`config.mk`:
```
export PLATFORM = sky130hd
export DESIGN_NAME = ultrasonic_echo_ranger
export DESIGN_NICKNAME = d
export VERILOG_FILES = /design/src/hdl/uer_pkg.sv /design/src/hdl/ultrasonic_echo_ranger.sv /design/src/hdl/uer_regs.sv /design/src/hdl/uer_dp.sv /design/src/hdl/uer_ctrl.sv
export SDC_FILE = /design/constraint.sdc
export NUM_CORES = 1
export LEC_CHECK = 0
export BUFFER_PORTS_ARGS = -buffer_cell sky130_fd_sc_hd__buf_2
export CORE_ASPECT_RATIO = 1.1
export CORE_UTILIZATION = 50
export CTS_CLUSTER_DIAMETER = 60
export DETAILED_ROUTE_END_ITERATION = 10
export HOLD_SLACK_MARGIN = 0.08
export PLACE_DENSITY = 0.7
export SLEW_MARGIN = 20
export SYNTH_ARGS = -nofsm -noshare
export SYNTH_HDL_FRONTEND = slang
export SYNTH_HIERARCHICAL = 1
export SYNTH_SLANG_ARGS = --single-unit
```
`constraint.sdc`:
```
create_clock -name clk -period 10.35 [get_ports clk]
set_input_delay 0.5175 -clock clk [delete_from_list [all_inputs] [get_ports clk]]
set_output_delay 0.5175 -clock clk [all_outputs]
set_load 0.03 [all_outputs]
```
`src/hdl/uer_pkg.sv`:
```
package uer_pkg;

	localparam int COUNTER_BITS_DEF = 16;
	localparam int ADDR_W = 5;
	localparam int DATA_W = 32;
	localparam int DIST_W = 10;

	localparam logic [2:0] REG_WAIT_TIMEOUT = 3'd0;
	localparam logic [2:0] REG_ECHO_TIMEOUT = 3'd1;
	localparam logic [2:0] REG_TICKS_PER_CM = 3'd2;
	localparam logic [2:0] REG_PRE_LOW      = 3'd3;
	localparam logic [2:0] REG_HIGH         = 3'd4;

	localparam logic [15:0] WAIT_TIMEOUT_RST = 16'd60000;
	localparam logic [15:0] ECHO_TIMEOUT_RST = 16'd60000;
	localparam logic [7:0]  TICKS_PER_CM_RST = 8'd116;
	localparam logic [7:0]  PRE_LOW_RST      = 8'd4;
	localparam logic [7:0]  HIGH_RST         = 8'd20;

	typedef struct packed {
		logic start_req;
		logic echo_level;
	} req_word_t;

	typedef struct packed {
		logic              trigger_level;
		logic              busy_res;
		logic              done_res;
		logic              valid_res;
		logic [DIST_W-1:0] distance_cm;
	} rsp_word_t;

	typedef struct packed {
		logic [15:0] wait_timeout_ticks;
		logic [15:0] echo_timeout_ticks;
		logic [7:0]  ticks_per_cm;
		logic [7:0]  trigger_pre_low_ticks;
		logic [7:0]  trigger_high_ticks;
	} cfg_t;

	typedef enum logic [2:0] {
		PH_IDLE,
		PH_WAIT_LOW,
		PH_PRE_LOW,
		PH_PULSE,
		PH_WAIT_HI,
		PH_MEASURE
	} phase_t;

	typedef enum logic {
		CS_RUN,
		CS_DIV
	} ctl_state_t;

	typedef enum logic [1:0] {
		CNT_HOLD,
		CNT_CLEAR,
		CNT_INC
	} cnt_cmd_t;

	typedef struct packed {
		cnt_cmd_t cnt_cmd;
		logic     res_load;
		logic     res_trig;
		logic     res_busy;
		logic     res_done;
		logic     div_start;
		logic     div_load;
	} dp_cmd_t;

	typedef struct packed {
		logic hit_wait;
		logic hit_pre;
		logic hit_high;
		logic meas_stop;
		logic cnt_zero;
		logic pre_zero;
		logic div_done;
	} dp_status_t;

endpackage

```
`src/hdl/ultrasonic_echo_ranger.sv`:
```
// Channel   Direction  Word        Handshake
// req       in         req_word_t  req_valid / req_stall
// rsp       out        rsp_word_t  rsp_valid / rsp_stall
// cfg       in         APB write   psel, penable, pwrite, pready
//
// An accepted tick that does not start a divide yields one response word in the cycle after it.
// The tick that ends an echo with a nonzero count starts a restoring divider instead,
// and the response word is loaded from the rounded quotient once the divider is done.
// Reset clears the phase, the tick counter and the response valid; no clearing pass.
// A stalled response blocks new ticks only until it is taken.
module ultrasonic_echo_ranger import uer_pkg::*; #(
	parameter int COUNTER_BITS = COUNTER_BITS_DEF
) (
	input  logic              clk,
	input  logic              arst_n,
	input  logic              req_valid,
	output logic              req_stall,
	input  req_word_t         req,
	output logic              rsp_valid,
	input  logic              rsp_stall,
	output rsp_word_t         rsp,
	input  logic              psel,
	input  logic              penable,
	input  logic              pwrite,
	input  logic [ADDR_W-1:0] paddr,
	input  logic [DATA_W-1:0] pwdata,
	output logic [DATA_W-1:0] prdata,
	output logic              pready
);

	cfg_t       cfg;
	dp_cmd_t    cmd;
	dp_status_t st;

	assign pready = 1'b1;

	uer_regs u_regs (
		.clk     (clk),
		.arst_n  (arst_n),
		.psel    (psel),
		.penable (penable),
		.pwrite  (pwrite),
		.paddr   (paddr),
		.pwdata  (pwdata),
		.prdata  (prdata),
		.cfg     (cfg)
	);

	uer_ctrl u_ctrl (
		.clk        (clk),
		.arst_n     (arst_n),
		.req_valid  (req_valid),
		.start_req  (req.start_req),
		.echo_level (req.echo_level),
		.rsp_stall  (rsp_stall),
		.st         (st),
		.req_stall  (req_stall),
		.rsp_valid  (rsp_valid),
		.cmd        (cmd)
	);

	uer_dp #(
		.COUNTER_BITS (COUNTER_BITS)
	) u_dp (
		.clk    (clk),
		.arst_n (arst_n),
		.cfg    (cfg),
		.cmd    (cmd),
		.st     (st),
		.rsp    (rsp)
	);

	a_no_tick_during_div: assert property (@(posedge clk) disable iff (!arst_n)
		(req_valid && !req_stall) |-> st.div_done)
		else $error("tick accepted while divider running");

	a_div_blocks_ticks: assert property (@(posedge clk) disable iff (!arst_n)
		cmd.div_start |=> req_stall)
		else $error("ticks not held off after divide start");

	a_dist_only_when_good: assert property (@(posedge clk) disable iff (!arst_n)
		rsp_valid |-> (rsp.distance_cm == '0 || (rsp.valid_res && rsp.done_res)))
		else $error("distance without valid measurement");

	a_good_ends_run: assert property (@(posedge clk) disable iff (!arst_n)
		(rsp_valid && rsp.valid_res) |-> (rsp.done_res && !rsp.busy_res && !rsp.trigger_level))
		else $error("valid result while measurement still busy");

endmodule

```
`src/hdl/uer_regs.sv`:
```
module uer_regs import uer_pkg::*; (
	input  logic              clk,
	input  logic              arst_n,
	input  logic              psel,
	input  logic              penable,
	input  logic              pwrite,
	input  logic [ADDR_W-1:0] paddr,
	input  logic [DATA_W-1:0] pwdata,
	output logic [DATA_W-1:0] prdata,
	output cfg_t              cfg
);

	cfg_t       cfg_q;
	logic [2:0] idx;
	logic       wr_en;

	assign idx   = paddr[4:2];
	assign wr_en = psel & penable & pwrite;
	assign cfg   = cfg_q;

	always_ff @(posedge clk or negedge arst_n) begin
		if (!arst_n) begin
			cfg_q.wait_timeout_ticks    <= WAIT_TIMEOUT_RST;
			cfg_q.echo_timeout_ticks    <= ECHO_TIMEOUT_RST;
			cfg_q.ticks_per_cm          <= TICKS_PER_CM_RST;
			cfg_q.trigger_pre_low_ticks <= PRE_LOW_RST;
			cfg_q.trigger_high_ticks    <= HIGH_RST;
		end else if (wr_en) begin
			unique case (idx)
				REG_WAIT_TIMEOUT: cfg_q.wait_timeout_ticks    <= pwdata[15:0];
				REG_ECHO_TIMEOUT: cfg_q.echo_timeout_ticks    <= pwdata[15:0];
				REG_TICKS_PER_CM: cfg_q.ticks_per_cm          <= pwdata[7:0];
				REG_PRE_LOW:      cfg_q.trigger_pre_low_ticks <= pwdata[7:0];
				REG_HIGH:         cfg_q.trigger_high_ticks    <= pwdata[7:0];
				default: ;
			endcase
		end
	end

	always_comb begin
		unique case (idx)
			REG_WAIT_TIMEOUT: prdata = {16'd0, cfg_q.wait_timeout_ticks};
			REG_ECHO_TIMEOUT: prdata = {16'd0, cfg_q.echo_timeout_ticks};
			REG_TICKS_PER_CM: prdata = {24'd0, cfg_q.ticks_per_cm};
			REG_PRE_LOW:      prdata = {24'd0, cfg_q.trigger_pre_low_ticks};
			REG_HIGH:         prdata = {24'd0, cfg_q.trigger_high_ticks};
			default:          prdata = '0;
		endcase
	end

endmodule

```
`src/hdl/uer_dp.sv`:
```
module uer_dp import uer_pkg::*; #(
	parameter int COUNTER_BITS = COUNTER_BITS_DEF
) (
	input  logic       clk,
	input  logic       arst_n,
	input  cfg_t       cfg,
	input  dp_cmd_t    cmd,
	output dp_status_t st,
	output rsp_word_t  rsp
);

	localparam int CW = (COUNTER_BITS > 16) ? COUNTER_BITS : 16;
	localparam int QW = COUNTER_BITS + 1;
	localparam int SW = $clog2(QW + 1);

	logic [COUNTER_BITS-1:0] cnt_q;
	logic [COUNTER_BITS-1:0] cnt_nxt;
	logic                    cnt_max;
	logic [CW-1:0]           nxt_w;
	logic [CW-1:0]           cnt_w;

	logic [QW-1:0] dvd_q;
	logic [7:0]    rem_q;
	logic [7:0]    dsr_q;
	logic [SW-1:0] step_q;
	logic [7:0]    dsr;
	logic [8:0]    rem_sh;
	logic          q_bit;
	logic [DIST_W-1:0] dist_sat;

	rsp_word_t res_q;

	assign cnt_max = &cnt_q;
	assign cnt_nxt = cnt_max ? cnt_q : cnt_q + 1'b1;
	assign nxt_w   = CW'(cnt_nxt);
	assign cnt_w   = CW'(cnt_q);

	assign st.hit_wait  = (nxt_w >= CW'(cfg.wait_timeout_ticks)) || (&cnt_nxt);
	assign st.hit_pre   = (nxt_w >= CW'(cfg.trigger_pre_low_ticks)) || (&cnt_nxt);
	assign st.hit_high  = (nxt_w >= CW'(cfg.trigger_high_ticks)) || (&cnt_nxt);
	assign st.meas_stop = (cnt_w >= CW'(cfg.echo_timeout_ticks)) || cnt_max;
	assign st.cnt_zero  = (cnt_q == '0);
	assign st.pre_zero  = (cfg.trigger_pre_low_ticks == 8'd0);
	assign st.div_done  = (step_q == '0);

	always_ff @(posedge clk or negedge arst_n) begin
		if (!arst_n) begin
			cnt_q <= '0;
		end else begin
			unique case (cmd.cnt_cmd)
				CNT_CLEAR: cnt_q <= '0;
				CNT_INC:   cnt_q <= cnt_nxt;
				default:   cnt_q <= cnt_q;
			endcase
		end
	end

	assign dsr    = (cfg.ticks_per_cm == 8'd0) ? 8'd1 : cfg.ticks_per_cm;
	assign rem_sh = {rem_q, dvd_q[QW-1]};
	assign q_bit  = (rem_sh >= {1'b0, dsr_q});

	always_ff @(posedge clk or negedge arst_n) begin
		if (!arst_n) begin
			step_q <= '0;
		end else if (cmd.div_start) begin
			step_q <= SW'(QW);
		end else if (step_q != '0) begin
			step_q <= step_q - 1'b1;
		end
	end

	always_ff @(posedge clk) begin
		if (cmd.div_start) begin
			dvd_q <= {1'b0, cnt_q} + QW'(dsr[7:1]);
			dsr_q <= dsr;
			rem_q <= '0;
		end else if (step_q != '0) begin
			dvd_q <= {dvd_q[QW-2:0], q_bit};
			rem_q <= q_bit ? 8'(rem_sh - {1'b0, dsr_q}) : rem_sh[7:0];
		end
	end

	assign dist_sat = (|dvd_q[QW-1:DIST_W]) ? {DIST_W{1'b1}} : dvd_q[DIST_W-1:0];

	always_ff @(posedge clk) begin
		if (cmd.div_load) begin
			res_q.trigger_level <= 1'b0;
			res_q.busy_res      <= 1'b0;
			res_q.done_res      <= 1'b1;
			res_q.valid_res     <= 1'b1;
			res_q.distance_cm   <= dist_sat;
		end else if (cmd.res_load) begin
			res_q.trigger_level <= cmd.res_trig;
			res_q.busy_res      <= cmd.res_busy;
			res_q.done_res      <= cmd.res_done;
			res_q.valid_res     <= 1'b0;
			res_q.distance_cm   <= '0;
		end
	end

	assign rsp = res_q;

endmodule

```
`src/hdl/uer_ctrl.sv`:
```
module uer_ctrl import uer_pkg::*; (
	input  logic       clk,
	input  logic       arst_n,
	input  logic       req_valid,
	input  logic       start_req,
	input  logic       echo_level,
	input  logic       rsp_stall,
	input  dp_status_t st,
	output logic       req_stall,
	output logic       rsp_valid,
	output dp_cmd_t    cmd
);

	phase_t     phase_q, phase_d;
	ctl_state_t cs_q, cs_d;
	logic       rsp_valid_q;
	logic       accept;
	logic       done;
	logic       measured;

	assign req_stall = !((cs_q == CS_RUN) && (!rsp_valid_q || !rsp_stall));
	assign accept    = req_valid && !req_stall;
	assign rsp_valid = rsp_valid_q;

	always_ff @(posedge clk or negedge arst_n) begin
		if (!arst_n) begin
			phase_q     <= PH_IDLE;
			cs_q        <= CS_RUN;
			rsp_valid_q <= 1'b0;
		end else begin
			phase_q <= phase_d;
			cs_q    <= cs_d;
			if (cmd.res_load || cmd.div_load) begin
				rsp_valid_q <= 1'b1;
			end else if (!rsp_stall) begin
				rsp_valid_q <= 1'b0;
			end
		end
	end

	// Decode of one tick: whether it ends the measurement, and with a count to convert.
	always_comb begin
		done     = 1'b0;
		measured = 1'b0;
		unique case (phase_q)
			PH_WAIT_LOW: done = echo_level && st.hit_wait;
			PH_WAIT_HI:  done = !echo_level && st.hit_wait;
			PH_MEASURE: begin
				done     = !echo_level || st.meas_stop;
				measured = !echo_level && !st.cnt_zero;
			end
			default: ;
		endcase
	end

	always_comb begin
		phase_d = phase_q;
		cs_d    = cs_q;
		if (cs_q == CS_DIV) begin
			if (st.div_done) begin
				cs_d = CS_RUN;
			end
		end else if (accept) begin
			if (done) begin
				phase_d = PH_IDLE;
				if (measured) begin
					cs_d = CS_DIV;
				end
			end else begin
				unique case (phase_q)
					PH_IDLE: begin
						if (start_req) begin
							phase_d = PH_WAIT_LOW;
						end
					end
					PH_WAIT_LOW: begin
						if (!echo_level) begin
							phase_d = st.pre_zero ? PH_PULSE : PH_PRE_LOW;
						end
					end
					PH_PRE_LOW: begin
						if (st.hit_pre) begin
							phase_d = PH_PULSE;
						end
					end
					PH_PULSE: begin
						if (st.hit_high) begin
							phase_d = PH_WAIT_HI;
						end
					end
					PH_WAIT_HI: begin
						if (echo_level) begin
							phase_d = PH_MEASURE;
						end
					end
					PH_MEASURE: phase_d = PH_MEASURE;
					default:    phase_d = PH_IDLE;
				endcase
			end
		end
	end

	always_comb begin
		cmd          = '0;
		cmd.cnt_cmd  = CNT_HOLD;
		cmd.div_load = (cs_q == CS_DIV) && st.div_done;
		if (accept) begin
			cmd.res_load  = !measured;
			cmd.div_start = measured;
			cmd.res_trig  = (phase_q == PH_PULSE);
			cmd.res_busy  = (phase_d != PH_IDLE);
			cmd.res_done  = done;
			if (done || phase_d != phase_q) begin
				cmd.cnt_cmd = CNT_CLEAR;
			end else if (phase_q != PH_IDLE) begin
				cmd.cnt_cmd = CNT_INC;
			end
		end
	end

endmodule

```
Word-level counts from Yosys, hierarchy flattened
Cells that the tools add are included.
{ "op_classes": {"mux": 34, "div": 0, "n_reduce_logical": 40, "shifts": 0, "bitwise_logic": 3, "n_addsub": 4, "eq_ne": 13, "n_lt_le_gt_ge": 5, "mul": 0} }
{ "ops": {"columns": ["operator", "n"], "rows": [
  ["16-bit case mux with 5 select lines", 1],
  ["17-bit 2-to-1 mux", 2],
  ["16-bit >= comparator", 2],
  ["16-bit by 8-bit >= comparator with 1-bit output", 2],
  ["16-bit case mux with 2 select lines", 1],
  ["16-bit AND reduction", 2],
  ["10-bit 2-to-1 mux", 3],
  ["3-bit 2-to-1 mux", 8],
  ["3-bit case mux with 6 select lines", 1],
  ["16-bit by 7-bit adder with 17-bit output", 1],
  ["16-bit by 1-bit adder with 16-bit output, second input constant", 1],
  ["16-bit zero test", 1],
  ["8-bit zero test", 2],
  ["16-bit 2-to-1 mux", 1],
  ["8-bit 2-to-1 mux", 2],
  ["3-bit by 2-bit == test with 1-bit output, second input constant", 4],
  ["5-bit 2-to-1 mux", 2],
  ["2-bit AND reduction", 5],
  ["3-bit == test, second input constant", 3],
  ["9-bit by 8-bit >= comparator with 1-bit output", 1],
  ["1-bit 2-to-1 mux", 9],
  ["1-bit logical OR", 8],
  ["8-bit subtractor", 1],
  ["7-bit 2-to-1 mux", 1],
  ["other kinds (18)", 35]
]} }
{ "totals": {"out_inout_bits": 49, "latch_bits": 0, "romBits": 0, "ram_bits": 0, "reg_bits": 129, "input_bits": 46, "mem_count": 0, "wordCells": 118} }

Depth between registers and ports, before layout
{ "logic_depth": {"ltp_word": 15, "mapped_depth": 25, "ltp_nobuf": 23} }

Hierarchy
Netlist, hierarchy kept.
{ "modules_own_cells": {"columns": ["mod", "instances", "cells_each", "area_each_um2", "seq_area_each_um2"], "rows": [
  ["uer_dp", 1, 571, 5248.8, 1816.7],
  ["uer_regs", 1, 210, 2831.5, 1427.6],
  ["uer_ctrl", 1, 56, 456.7, 125.1],
  ["ultrasonic_echo_ranger", 1, 2, 11.3, 0.0]
]} }

Least setup slack after synthesis
OpenSTA, ideal clock, no wires.
{ "synth_path": {"path_type": "register -> register", "startpoint": "register u_dp.cnt_q[15]", "endpoint": "register u_dp.cnt_q[0]", "t_required_ps": 10267, "period_less_slack_ps": 5032, "arrival_ps": 4950, "path_slack_ps": 5318, "n_path_buf": 3, "stages_incl_launch_ff": 24, "setup_ps": 83, "cell_sequence": "dfrtp_1 > buf_2 > nand3_1 > nor3_1 > nand3_1 > xnor2_1 > ha_1 > nand2b_1 > a21o_1 > a21o_1 > a211oi_1 > o21bai_1 > a21o_1 > a211o_1 > a21o_1 > a22o_1 > a211oi_2 > o311a_1 > ha_1 > clkbuf_1 > nor2b_1 > clkbuf_1 > nand3_1 > o21ai_0"} }
{ "synth_lines": {"columns": ["element", "line", "source"], "rows": [
  ["start: declaration", "uer_dp.sv:16", "logic [COUNTER_BITS-1:0] cnt_q;"],
  ["start signal: assignment", "uer_dp.sv:52", "CNT_INC: cnt_q <= cnt_nxt;"],
  ["start signal: assignment", "uer_dp.sv:53", "default: cnt_q <= cnt_q;"]
]} }

==> flow_summary.html <==
<table>
<tr><th>Metric</th><th>Value</th></tr>
<tr><th colspan="2">Outcome</th></tr>
<tr><td>Outcome</td><td>complete, no violations</td></tr>
<tr><th colspan="2">Layout</th></tr>
<tr><td>Util after Layout</td><td>57.2%</td></tr>
<tr><td>N_diodes</td><td>0</td></tr>
<tr><td>Layout Cells excl Fill</td><td>1090</td></tr>
<tr><td>Most common cell after layout, fill and taps aside</td><td>sky130_fd_sc_hd__inv_1</td></tr>
<tr><td>Net count, final</td><td>988</td></tr>
<tr><td>Number of fill cells in the layout</td><td>1452</td></tr>
<tr><td>Leading cell types in the layout, fill and taps excluded</td><td>76 x sky130_fd_sc_hd__inv_1, 67 x sky130_fd_sc_hd__ha_1, 61 x sky130_fd_sc_hd__dfrtp_1, 59 x sky130_fd_sc_hd__nor2_1, 59 x sky130_fd_sc_hd__mux2_2</td></tr>
<tr><td>Final instance area</td><td>9460 µm²</td></tr>
<tr><td>Ratio of cells with drive above 1 in the final layout</td><td>22.9%</td></tr>
<tr><td>Area growth syn-to-layout</td><td>10.7%</td></tr>
<tr><th colspan="2">Logic synthesis</th></tr>
<tr><td>Gate Count Post-Synth</td><td>839</td></tr>
<tr><td>Cell area after technology mapping</td><td>8550 µm²</td></tr>
<tr><td>Commonest register cell after synthesis</td><td>sky130_fd_sc_hd__dfrtp_1</td></tr>
<tr><td>Leading post-synthesis cells by cell area</td><td>sky130_fd_sc_hd__dfrtp_1 18%, sky130_fd_sc_hd__edfxtp_1 12%, sky130_fd_sc_hd__ha_1 9.8%</td></tr>
<tr><td>Proportion of register bits with asynchronous set or reset after synthesis</td><td>63.6%</td></tr>
<tr><td>Cell accounting for the most synthesized area</td><td>sky130_fd_sc_hd__dfrtp_1</td></tr>
<tr><td>#FFs+latches synth</td><td>129</td></tr>
<tr><td>Unique cell type count in the Yosys netlist</td><td>84</td></tr>
<tr><td>Sequential-to-total area share from yosys stat</td><td>39.4%</td></tr>
<tr><td>Yosys top cell area share</td><td>17.9%</td></tr>
<tr><td>Synth Area per Inst</td><td>10.2 µm²</td></tr>
<tr><td>Yosys warns</td><td>6</td></tr>
<tr><td>Count of flip-flops with a built-in enable after synthesis</td><td>35</td></tr>
<tr><th colspan="2">Clock network</th></tr>
<tr><td>Buffer levels on the longest clock path</td><td>2</td></tr>
<tr><td>Clock slew at the register clock pins of the worst setup and hold paths</td><td>0.06 ns</td></tr>
<tr><td>Clock Latency Late Sink</td><td>0.43 ns</td></tr>
<tr><td># clock sinks</td><td>129</td></tr>
<tr><td>CTS Buf Count</td><td>17</td></tr>
<tr><td>Deepest level of the CTS H-tree</td><td>4</td></tr>
<tr><td>Post-CTS Repair Setup Buffers</td><td>0</td></tr>
<tr><td>Clock tree from TritonCTS</td><td>yes</td></tr>
<tr><td>Clk Tree Root Cell</td><td>sky130_fd_sc_hd__clkbuf_16</td></tr>
<tr><th colspan="2">Timing</th></tr>
<tr><td>Setup Skew</td><td>0.00924 ns</td></tr>
<tr><td>Sum of negative setup slack</td><td>0 ns</td></tr>
<tr><td>Post-route setup slack</td><td>3.89 ns</td></tr>
<tr><td>Setup violations, final</td><td>0</td></tr>
<tr><td>Max-slew violations</td><td>0</td></tr>
<tr><td>Final Critical Period</td><td>6.46 ns</td></tr>
<tr><td>Max-slew headroom</td><td>32.3%</td></tr>
<tr><td>Maximum clock frequency</td><td>155 MHz</td></tr>
<tr><td>Worst Tran Pin Value</td><td>1.02 ns</td></tr>
<tr><td>Period utilisation layout</td><td>62.4%</td></tr>
<tr><td>RSZ-0062 raised after global routing</td><td>false</td></tr>
<tr><td>Final-report hold violation count</td><td>0</td></tr>
<tr><th colspan="2">Global route</th></tr>
<tr><td>Met2 layer usage reported by global route</td><td>38.2%</td></tr>
<tr><td>Vias in the first global route</td><td>6255</td></tr>
<tr><td>All-Layer GR Usage</td><td>23.5%</td></tr>
<tr><td>Most Used Layer, Global Route</td><td>met2</td></tr>
<tr><td>GR Overflow Total</td><td>0</td></tr>
<tr><td>First-pass GRT wire length</td><td>32200 µm</td></tr>
<tr><td>Met1 Resource Use GR</td><td>30.1%</td></tr>
<tr><td>Pin count of the biggest net entering global routing</td><td>56</td></tr>
<tr><td>GR Layer Usage met3</td><td>4.75%</td></tr>
<tr><td>Antenna violations before repair</td><td>0</td></tr>
<tr><th colspan="2">Power</th></tr>
<tr><td>Static power due to leakage</td><td>0.00442 µW</td></tr>
<tr><td>Peak VDD IR</td><td>121 µV</td></tr>
<tr><td>Power density over the cells</td><td>222 nW/µm²</td></tr>
<tr><th colspan="2">Die</th></tr>
<tr><td>Overall die height</td><td>139 µm</td></tr>
<tr><td>Floorplan die area</td><td>17600 µm²</td></tr>
<tr><td>Die X</td><td>127 µm</td></tr>
<tr><td>Initial Utilization</td><td>51.6%</td></tr>
<tr><td>Ports</td><td>95</td></tr>
<tr><td>Placement row count</td><td>49</td></tr>
<tr><td>Core area</td><td>16600 µm²</td></tr>
<tr><th colspan="2">Placement</th></tr>
<tr><td>Worst slack at placement</td><td>4.06 ns</td></tr>
<tr><td>Placer congestion estimate</td><td>0.877</td></tr>
<tr><td>Buffers added on ports</td><td>59</td></tr>
<tr><td>DPL Wire Length</td><td>14100 µm</td></tr>
<tr><td>Cell area after placement</td><td>8790 µm²</td></tr>
<tr><td>Placed insts</td><td>1057</td></tr>
<tr><th colspan="2">Critical path</th></tr>
<tr><td>Worst path arrival time</td><td>6.80 ns</td></tr>
<tr><td>Setup slack of the most critical reg-to-reg path</td><td>3.89 ns</td></tr>
<tr><td>Critical Path Source Type</td><td>flop</td></tr>
<tr><td>Crit path max fanout</td><td>18</td></tr>
<tr><td>Classification of the worst setup path</td><td>flop to flop</td></tr>
<tr><td>CP Capture Type</td><td>flop</td></tr>
<tr><td>Critical path required time</td><td>10.68 ns</td></tr>
<tr><th colspan="2">Drt</th></tr>
<tr><td>ANT nets after route</td><td>0</td></tr>
<tr><td>Vias per cell</td><td>5.80</td></tr>
<tr><td>DRC errors left</td><td>0</td></tr>
<tr><td>Wire length per cell</td><td>17.8 µm</td></tr>
<tr><td>Router iterations before antenna repair</td><td>4</td></tr>
<tr><td>Iteration-0 DRC count of the detailed router</td><td>400</td></tr>
<tr><td>Wire length reported by the detailed router</td><td>19400 µm</td></tr>
<tr><td>Routed via count</td><td>6322</td></tr>
<tr><th colspan="2">Hold path</th></tr>
<tr><td>Hold Crit Class</td><td>primary input to flop</td></tr>
<tr><th colspan="2">Run</th></tr>
<tr><td># Max-Cap Violations</td><td>0</td></tr>
</table>
-- layer usage --
layer  routed length [µm]  up-vias
met1                 8760     3069
li1                     -     3046
met5                    0        -
met2                 9240      165
met4                  655        0
met3                  780       42
-- through the flow --
| step | power (µW) | hold slack (ns) |
|---|---|---|
| 6_report | 2100 | 0.332 |
| 3_3_place_gp | 1420 | 0.430 |
| 4_1_cts | 2120 | 0.316 |
| 5_1_grt | 2230 | 0.324 |
| 2_1_floorplan | 1280 | 0.222 |
| 3_5_place_dp | 1440 | 0.438 |
-- Yosys cell counts (3+ instances only) --
library cell and count:
sky130_fd_sc_hd__a22o_1 10, sky130_fd_sc_hd__inv_1 76, sky130_fd_sc_hd__xor2_1 6, sky130_fd_sc_hd__or2_2 4, sky130_fd_sc_hd__o211ai_1 3, sky130_fd_sc_hd__clkbuf_1 23, sky130_fd_sc_hd__and3_1 5, sky130_fd_sc_hd__nor4b_1 8
sky130_fd_sc_hd__nor3_1 8, sky130_fd_sc_hd__a21oi_1 35, sky130_fd_sc_hd__dfxtp_1 12, sky130_fd_sc_hd__nor4_1 8, sky130_fd_sc_hd__nand2_1 39, sky130_fd_sc_hd__dfstp_2 21, sky130_fd_sc_hd__buf_6 4, sky130_fd_sc_hd__and2_1 5
sky130_fd_sc_hd__buf_4 24, sky130_fd_sc_hd__o21a_1 10, sky130_fd_sc_hd__nand2b_1 8, sky130_fd_sc_hd__or3_1 3, sky130_fd_sc_hd__xnor2_1 20, sky130_fd_sc_hd__nor2_1 59, sky130_fd_sc_hd__mux2_2 59, sky130_fd_sc_hd__o21bai_1 3
sky130_fd_sc_hd__nor2b_1 11, sky130_fd_sc_hd__o311a_1 3, sky130_fd_sc_hd__mux2_4 10, sky130_fd_sc_hd__or4_1 5, sky130_fd_sc_hd__dfrtp_1 61, sky130_fd_sc_hd__a21o_1 19, sky130_fd_sc_hd__a211oi_1 12, sky130_fd_sc_hd__buf_2 9
sky130_fd_sc_hd__o21ai_0 32, sky130_fd_sc_hd__mux2i_1 18, sky130_fd_sc_hd__ha_1 67, sky130_fd_sc_hd__a211o_1 6, sky130_fd_sc_hd__a31oi_1 8, sky130_fd_sc_hd__edfxtp_1 35, sky130_fd_sc_hd__nand4_1 10, sky130_fd_sc_hd__o31a_1 3
sky130_fd_sc_hd__a22oi_1 7, sky130_fd_sc_hd__nand3_1 17
-- critical path, stage by stage (launching register included) --
cell and delay, ns:
sky130_fd_sc_hd__dfrtp_1 0.53, sky130_fd_sc_hd__nand3_1 0.26, sky130_fd_sc_hd__nor3_1 0.52, sky130_fd_sc_hd__nand3_1 0.36
sky130_fd_sc_hd__o21ai_0 0.64, sky130_fd_sc_hd__ha_1 0.36, sky130_fd_sc_hd__a21o_1 0.16, sky130_fd_sc_hd__a21o_1 0.17
sky130_fd_sc_hd__a211oi_1 0.24, sky130_fd_sc_hd__o21bai_1 0.11, sky130_fd_sc_hd__a21o_1 0.19, sky130_fd_sc_hd__a211o_1 0.36
sky130_fd_sc_hd__o211a_1 0.24, sky130_fd_sc_hd__o31ai_2 0.30, sky130_fd_sc_hd__a211oi_2 0.13, sky130_fd_sc_hd__nor2_1 0.10
sky130_fd_sc_hd__inv_1 0.05, sky130_fd_sc_hd__ha_1 0.52, sky130_fd_sc_hd__nor2b_1 0.86, sky130_fd_sc_hd__nand2_1 0.10
sky130_fd_sc_hd__o21ai_0 0.18
-- cell families (layout without fill, tap and decap cells) --
kind of cell	Yosys count	in the layout	synth area share, %
multiplexers	87	87	11.6
flip-flops	129	129	39.4
AND/OR/NAND/NOR	208	208	13.5
AO/OA/AOI/OAI	179	179	14.6
XOR/XNOR	26	26	2.66
buffers and inverters	139	171	7.85
adder cells (fa/ha/maj)	69	69	10.3
other	2	17	0.0879
-- where the power goes --
group	switching (µW)	internal, µW	leakage (µW)	total, µW
clock network	222	443	0.000322	665
registers	112	681	0.00146	793
logic	358	288	0.00264	645
total	692	1410	0.00442	2100
-- state kept, by name (all words and copies together), names as in the netlist --
register,count
u_dp/cnt_q,16
u_dp/dvd_q,17
u_dp/rsp,14
u_dp/rem_q,8
u_regs/cfg,56
u_dp/step_q,5
u_ctrl/phase_q,3
u_dp/dsr_q,8
u_ctrl/rsp_valid,1
u_ctrl/cs_q,1
-- worst paths after layout --
kind                                start           endpoint  cells after the start
max                        u_dp/cnt_q[13]      u_dp/cnt_q[3]                     20
min                            pwdata[14]     u_regs/cfg[54]                      2
max reg2reg                u_dp/cnt_q[13]      u_dp/cnt_q[3]                     20
min reg2reg                  u_dp/rsp[10]       u_dp/rsp[10]                      1
max in group asynchronous          arst_n  u_ctrl/phase_q[2]                      3
min in group asynchronous          arst_n     u_dp/step_q[1]                      2
-- cell type report --
cell class	instances	area, µm²	area share (%)
Sequential cell	129	3370	35.6
Multi-Input combinational cell	586	4560	48.2
Clock inverter	8	146	1.55
Clock buffer	24	513	5.42
Tap cell	204	255	2.70
Inverter	77	289	3.06
Timing Repair Buffer	62	323	3.41
-- repair_timing --
item                                    in CTS  in global routing
hold buffers                                 1                  0
hold endpoints to repair                    19                  0
endpoints found under the setup margin       0                  0
gates resized for setup                      0                  0
No activity file was read; power rests on OpenSTA's default activity.
